File: src/hdl/salc_ram.sv
// Generic simple dual-port RAM with one write port and one registered read port.
module salc_ram #(
  parameter int WIDTH = 8,
  parameter int DEPTH = 16
) (
  input  logic                                         clk,
  input  logic                                         we,
  input  logic [((DEPTH > 1) ? $clog2(DEPTH) : 1)-1:0] waddr,
  input  logic [WIDTH-1:0]                             wdata,
  input  logic [((DEPTH > 1) ? $clog2(DEPTH) : 1)-1:0] raddr,
  output logic [WIDTH-1:0]                             rdata
);

  logic [WIDTH-1:0] mem [DEPTH];
  logic [WIDTH-1:0] rdata_r;

  // Write port and registered read port.
  always_ff @(posedge clk) begin
    if (we) begin
      mem[waddr] <= wdata;
    end
    rdata_r <= mem[raddr];
  end

  assign rdata = rdata_r;

endmodule

File: config.mk
export PLATFORM = sky130hd
export DESIGN_NAME = salc_ram
export DESIGN_NICKNAME = d
export VERILOG_FILES = /design/src/hdl/salc_ram.sv
export SDC_FILE = /design/constraint.sdc
export NUM_CORES = 1
export LEC_CHECK = 0
export ABC_AREA = 1
export BUFFER_PORTS_ARGS = -buffer_cell sky130_fd_sc_hd__buf_4
export CAP_MARGIN = 20
export CORE_AREA = 2 2 124 126
export DETAILED_ROUTE_END_ITERATION = 12
export DIE_AREA = 0 0 126 128
export GPL_ROUTABILITY_DRIVEN = 0
export PLACE_DENSITY = 0.69
export SYNTH_ARGS = -nofsm -noshare
export SYNTH_HDL_FRONTEND = slang
export SYNTH_SLANG_ARGS = --single-unit
File: constraint.sdc
create_clock -name clk -period 1.3 [get_ports clk]
set_clock_uncertainty 0.1 [all_clocks]
set_input_delay 0.26 -clock clk [delete_from_list [all_inputs] [get_ports clk]]
set_output_delay 0.26 -clock clk [all_outputs]
set_load 0.005 [all_outputs]
# [After elaboration in Yosys (flattened, before gate mapping)]
# Memories as Yosys holds them, arrays and structs flattened. A register that Yosys moved wholly into a read port is not among the register bits.
# Index checks and enable logic that the tools add are counted.
[op_classes] mux=2
[op_table] operator="2-to-1 mux 1 bit" count=2
[totals] out_inout_bits=8 memories=1 ram_bits=128 input_bits=18 regBits=0 elab_cells=3
[memory_table] memory="mem" depth=16 word_bits=8 read_ports=1 rd_clocked_by_memory_dff=1 write_ports=1 line="14" text="logic [WIDTH-1:0] mem [DEPTH];"

# [Logic depth before layout (Yosys ltp)]
# Gate-level depths: netlist of run 1.
[depth] word_depth=2 mapped_depth=8 depth_no_buf=7

# [Worst setup path after synthesis of run 1]
# OpenSTA, ideal clock, no wires.
[synth_path] path_kind="in2reg" from="input port waddr[3] (netlist bit)" to="memory mem[4][0], enable pin" setup_time_ns=0.370 path_stages=2 required_ns=0.830 arrival_time_ns=0.841 slack_ns=-0.011 path_buffers=0 path_cell_list="nand3b_1 > nor2_1"
[synth_lines] element="start: declaration" line="8" text="input logic [((DEPTH > 1) ? $clog2(DEPTH) : 1)-1:0] waddr,"
[synth_lines] element="end: declaration" line="14"
# Straight into the memory's write port.

# [Worst setup path in the final report of run 1]
[layout_path] from="register rdata_r[1], in the netlist rdata[1] (read register of mem)" to="output port rdata[1]"
[layout_lines] element="start: declaration" line="15" text="logic [WIDTH-1:0] rdata_r;"
[layout_lines] element="end: declaration" line="11" text="output logic [WIDTH-1:0] rdata"
# No word-level cell between the ends.

==> results.yml, run 1 <==
power:
  power_switching_mw: 2.28
  clkPwrFrac_pct: 47.5
  intPower_mw: 8.35
  seq_power_share_pct: 46.5
  power.leakage_nw: 2.99
  peakVddDrop_mv: 0.897
  switching_share_pct: 21.4
  pwr-share-comb_pct: 6.1
  power_density_nw_per_um2: 1540
grt:
  grt_pass1_vias: 3647
  grt_max_degree: 33
  grt_usage_pct: 16.4
  grt_pass1_wl_um: 19800
  grt_overflow: 0
  antenna_found_initial: 0
detailed_routing:
  wl_per_cell_um: 15.9
  wl_met1_um: 5380
  highest_layer: "met4"
  drt.antenna.violating_nets: 0
  first_pass_iters: 5
  routed_wl_um: 12700
  drt_iter0_drc: 363
  wl_met3_um: 714
  drcViolationCount: 0
  vias: 3857
  vias_per_cell: 4.83
  wl_met2_um: 6060
logic_synthesis:
  synth_top_area_share_pct: 66.7
  netlist_area_um2: 5770
  synthMuxAreaShare_pct: 0
  synth_edf_count: 128
  synth_xor_area_share_pct: 0
  synth_compound_area_share_pct: 0
  ys_seq_area_share_pct: 69.4
  synthArstFlopShare_pct: 0
  synth_top_family_by_area: "simple AND/OR/NAND/NOR gates"
  yosysWarnings: 0
  synth_area_leader_cell: "edfxtp_1"
  synth_seq_cells: 136
  synthSimpleGateAreaFrac_pct: 21.0
  synth_common_cells: "nand2_1 (173), edfxtp_1 (128), inv_1 (100), nand3_1 (97), nor2_1 (17)"
  synth_fa_ha_area_share_pct: 0
  synth_most_common_cell: "nand2_1"
  synth_area_leaders: "edfxtp_1 (67%), nand2_1 (11%), nand3_1 (8.4%), inv_1 (6.5%), dfxtp_1 (2.8%)"
  synth_cell_type_count: 12
  avgSynthCellArea_um2: 10.5
  synth.net_count: 569
  netlist_instances: 551
  synth_ff_type: "edfxtp_1"
critical_path:
  max_stage_delay_ns: 0.37
  crit_family: "flip-flops"
  start_kind: "register"
  required_ns: 0.94
  worstSetupPathType: "register to primary output"
  endpoint_kind: "primary output"
  crit_chain: "buf_4"
  crit_slowest_cell: "dfxtp_1"
  cp.arrival_ns: 0.91
  critical_path_buf_inv_count: 1
  cp_max_fo: 1
cells_and_area:
  drive_above_1_share_pct: 14.1
  n_fill_cell: 1333
  diodes: 0
  nNetsFinal: 616
  multiInputGateArea_um2: 1210
  area_growth_pct: 19.9
  seqCellArea_um2: 4010
  stdcell_area_um2: 6920
floorplan:
  start_util_pct: 38.8
  dieArea_um2: 16100
  core.rowCount: 45
  die_h_um: 128
  dieWidth_um: 126
  core_area_um2: 14900
  ios: 26
sta:
  period_share_pct: 97.7
  setup_violations: 0
  fmax_mhz: 787
  whs_ns: 0.0595
  hold_violations: 0
  finalWorstSetupSlack_ns: 0.0302
  max_slew.worst_pin.slew_ns: 0.344
  slew_violations: 0
  slew_headroom_pct: 77.1
  totalNegativeSetupSlack_ns: 0
  rsz0062_at_grt: "no"
  period_minus_slack_ns: 1.27
hold_path:
  hold_class: "primary input to register"
cts:
  tritoncts: "built"
  cts.path.max_buffers: 2
  cts_buffers: 17
  clk_latency_ns: 0.42
  clkSinkCount: 136
  cts_root_buf: "clkbuf_16"
  cts.clk_slew.worst_paths_ns: 0.06
  htree_levels: 4
  cts_setup_buffers: 0
place:
  pre_cts_ws_ns: -0.185
  place_area_um2: 6290
  hpwl_um: 8030
  portBuffers: 25
flow_run:
  maxCapViolCount: 0
status:
  status: "finished, final reports clean"
==> what timing repair did <==
action,CTS,global route
hold buffers,0,0
gates resized for setup,1,0
setup endpoints to repair,1,0
==> cells in the final DEF, fill, tap and decap left out <==
cell type	n
inv_1	100
edfxtp_1	128
clkinv_4	4
buf_12	5
clkinv_2	1
clkinvlp_4	3
bufinv_16	4
dfxtp_2	1
nand2_1	173
inv_2	2
nand3_1	97
nand3b_1	2
dfxtp_1	7
buf_4	47
clkbuf_16	17
nor2_1	17
inv_6	2
==> area by class of cell <==
type / instances / area share [%]
clock buffer: 17 / 6.15
clock inverter: 14 / 2.89
inverter: 102 / 5.54
multi-input combinational: 289 / 17.6
sequential: 136 / 57.9
tap: 188 / 3.40
timing repair buffer: 52 / 6.55
==> state kept, by name (all words and copies together), names as in the netlist <==
name,flops
rdata,8
mem,128
==> per-layer routing <==
metal | vias up | global-route usage [%]
li1 | 1864 | -
met1 | 1825 | 21.1
met2 | 131 | 25.6
met3 | 37 | 3.88
met4 | 0 | 9.11
met5 | - | 0
==> kinds of logic after synthesis <==
kind of cell | after synthesis
flops | 136
simple gates | 289
buf+inv | 126
==> power groups by stage <==
stage / registers, mW / clock network [mW] / logic, mW
floorplan: 5.02 / 0 / 0.346
global placement: 5.03 / 0 / 0.631
detailed placement: 5.03 / 0 / 0.646
CTS: 4.94 / 5.09 / 0.652
global route: 4.94 / 5.29 / 0.714
finish: 4.94 / 5.04 / 0.647
==> through the flow <==
stage | cells | total power [mW] | utilization [%]
after floorplan | 551 | 5.37 | -
after global placement | 767 | 5.66 | 42.3
after detailed placement | 767 | 5.67 | 42.3
after CTS | 798 | 10.7 | 46.5
after global routing | 798 | 10.9 | 46.5
final | 798 | 10.6 | 46.5
==> worst paths after layout <==
kind / slack, ns / to / startpoint / depth (start not counted)
max: 0.03 / rdata[1] / rdata[1] / 1
max reg2reg: 0.15 / rdata[5] / mem[11][5] / 6
min reg2reg: 0.55 / rdata[1] / mem[12][1] / 6
min: 0.06 / mem[7][1] / wdata[1] / 1
==> worst reg2reg max path: cells and delay by family (launching register included) <==
family,cells,cell delay [ns]
flip-flops,1,0.35
AND/OR/NAND/NOR,5,0.50
buffers and inverters,1,0.07
No activity file was read; power rests on OpenSTA's default activity.
==> run 2, diff against run 1 <==
--- a/config.mk
+++ b/config.mk
@@ -13,5 +13,6 @@
 export DIE_AREA = 0 0 126 128
 export GPL_ROUTABILITY_DRIVEN = 0
-export PLACE_DENSITY = 0.69
+export PLACE_DENSITY = 0.67
+export RECOVER_POWER = 25
 export SYNTH_ARGS = -nofsm -noshare
 export SYNTH_HDL_FRONTEND = slang
==> constraint.sdc (replaced) <==
create_clock -name clk -period 1.5 [get_ports clk]
set_clock_uncertainty 0.1 [all_clocks]
set_input_delay 0.15 -clock clk [delete_from_list [all_inputs] [get_ports clk]]
set_output_delay 0.15 -clock clk [all_outputs]
set_load 0.005 [all_outputs]
==> results.yml, run 2 (same netlist as run 1, synthesis figures left out) <==
critical_path:
  r2r-start: "mem[1][5]"
  reg2reg_slack_ns: 0.37
  cp.arrival_ns: 1.46
  required_ns: 1.75
  cp_max_fo: 9
  start_kind: "primary input"
  cp-startpoint: "raddr[3]"
  endpoint_kind: "register"
  worstSetupPathType: "primary input to register"
power:
  seq_power_share_pct: 46.9
  switching_share_pct: 21.0
  power_density_nw_per_um2: 1320
  intPower_mw: 7.20
  pwr-share-comb_pct: 6.2
  power.leakage_nw: 2.97
  peakVddDrop_mv: 0.814
  total_power_mw: 9.12
  clkPwrFrac_pct: 46.9
  power_switching_mw: 1.92
flow_run:
  maxCapViolCount: 0
cells_and_area:
  diodes: 0
  drive_above_1_share_pct: 11.9
  n_fill_cell: 1365
  regMostFlops: "mem"
  nNetsFinal: 620
  area_growth_pct: 19.9
  largest_reg_flops: 128
  final_util_pct: 46.5
  stdcell_area_um2: 6910
  layout_common_cells: "nand2_1 (173), edfxtp_1 (128), inv_1 (100)"
  final_common_cell: "nand2_1"
sta:
  finalWorstSetupSlack_ns: 0.285
  max_slew.worst_pin.slew_ns: 0.903
  slew_violations: 0
  fmax_mhz: 823
  totalNegativeSetupSlack_ns: 0
  rsz0062_at_grt: "no"
  period_minus_slack_ns: 1.21
  slew_headroom_pct: 39.8
  hold_violations: 0
  setup_violations: 0
  period_share_pct: 81.0
cts:
  cts.path.max_buffers: 2
  cts_setup_buffers: 0
  cts_buffers: 17
  cts.clk_slew.worst_paths_ns: 0.06
  clk_latency_ns: 0.41
  clkSinkCount: 136
  cts_root_buf: "clkbuf_16"
  htree_levels: 4
  tritoncts: "built"
detailed_routing:
  drt.antenna.violating_nets: 0
  vias_per_cell: 4.83
  first_pass_iters: 5
  drcViolationCount: 0
  drt_iter0_drc: 363
  wl_per_cell_um: 16.6
  routed_wl_um: 13300
  vias: 3875
place:
  hpwl_um: 7930
  place_area_um2: 6270
  pre_cts_ws_ns: 0.189
  portBuffers: 25
grt:
  grt_pass1_wl_um: 20800
  grt_overflow: 0
  grt_usage_pct: 17.2
  grt_pass1_vias: 3834
  antenna_found_initial: 0
  grt_max_degree: 51
hold_path:
  worstHoldStart: "raddr[2]"
  hold_class: "primary input to register"
floorplan:
  core.rowCount: 45
  die_h_um: 128
  dieWidth_um: 126
  ios: 26
  core_area_um2: 14900
  start_util_pct: 38.8
  dieArea_um2: 16100
status:
  status: "finished, final reports clean"
[run 2: changes by cell type in the layout (fill, tap and decap cells not counted), sizes merged]
cell / delta
buf: -12
clkbuf: +9
dlygate4sd3: +7
clkinv: +2
inv: -2
clkinvlp: +1
[run 2: power by group through the flow]
stage	Combinational [mW]	Sequential [mW]	Clock, mW
after floorplan	0.300	4.35	0
after detailed placement	0.557	4.36	0
after global placement	0.547	4.35	0
final	0.567	4.28	4.28
after CTS	0.578	4.28	4.31
after global routing	0.631	4.28	4.47
[run 2: routing by layer]
layer | global-route usage (%) | share of wire [%] | vias up
met5 | 0 | 0 | -
li1 | - | - | 1874
met3 | 3.42 | 5.9 | 11
met2 | 28.4 | 49 | 127
met1 | 23.1 | 44 | 1863
met4 | 5.56 | 1.2 | 0
[run 2: path summary, 6_finish.rpt]
check | depth (start not counted) | to
max reg2reg | 6 | rdata[5]
min | 4 | rdata[5]
min reg2reg | 6 | rdata[6]
max | 5 | rdata[4]
[run 2: area by class of cell]
type | instances | area, um^2 | share of cell area (%)
Sequential cell | 136 | 4000 | 57.9
Multi-Input combinational cell | 289 | 1210 | 17.6
Timing Repair Buffer | 56 | 467 | 6.75
Clock buffer | 17 | 425 | 6.15
Inverter | 102 | 383 | 5.54
Tap cell | 188 | 235 | 3.40
Clock inverter | 15 | 184 | 2.66
[run 2: what timing repair did]
item / 4_1_cts / 5_1_grt
hold endpoints to repair: 102 / 0
hold buffers: 7 / 0
gates resized for setup: 0 / 0
setup endpoints to repair: 0 / 0
[run 2: through the flow]
stage,instances,hold WS (ns)
final,803,0.0949
after global routing,803,0.111
after CTS,803,0.00313
after detailed placement,764,0.393
after global placement,764,0.380
after floorplan,551,0.149
[run 2: critical path, cell delays in order]
cell and delay [ns]:
dlygate4sd3_1 0.55, buf_4 0.19, inv_1 0.26, nand3_1 0.19
nand2_1 0.11
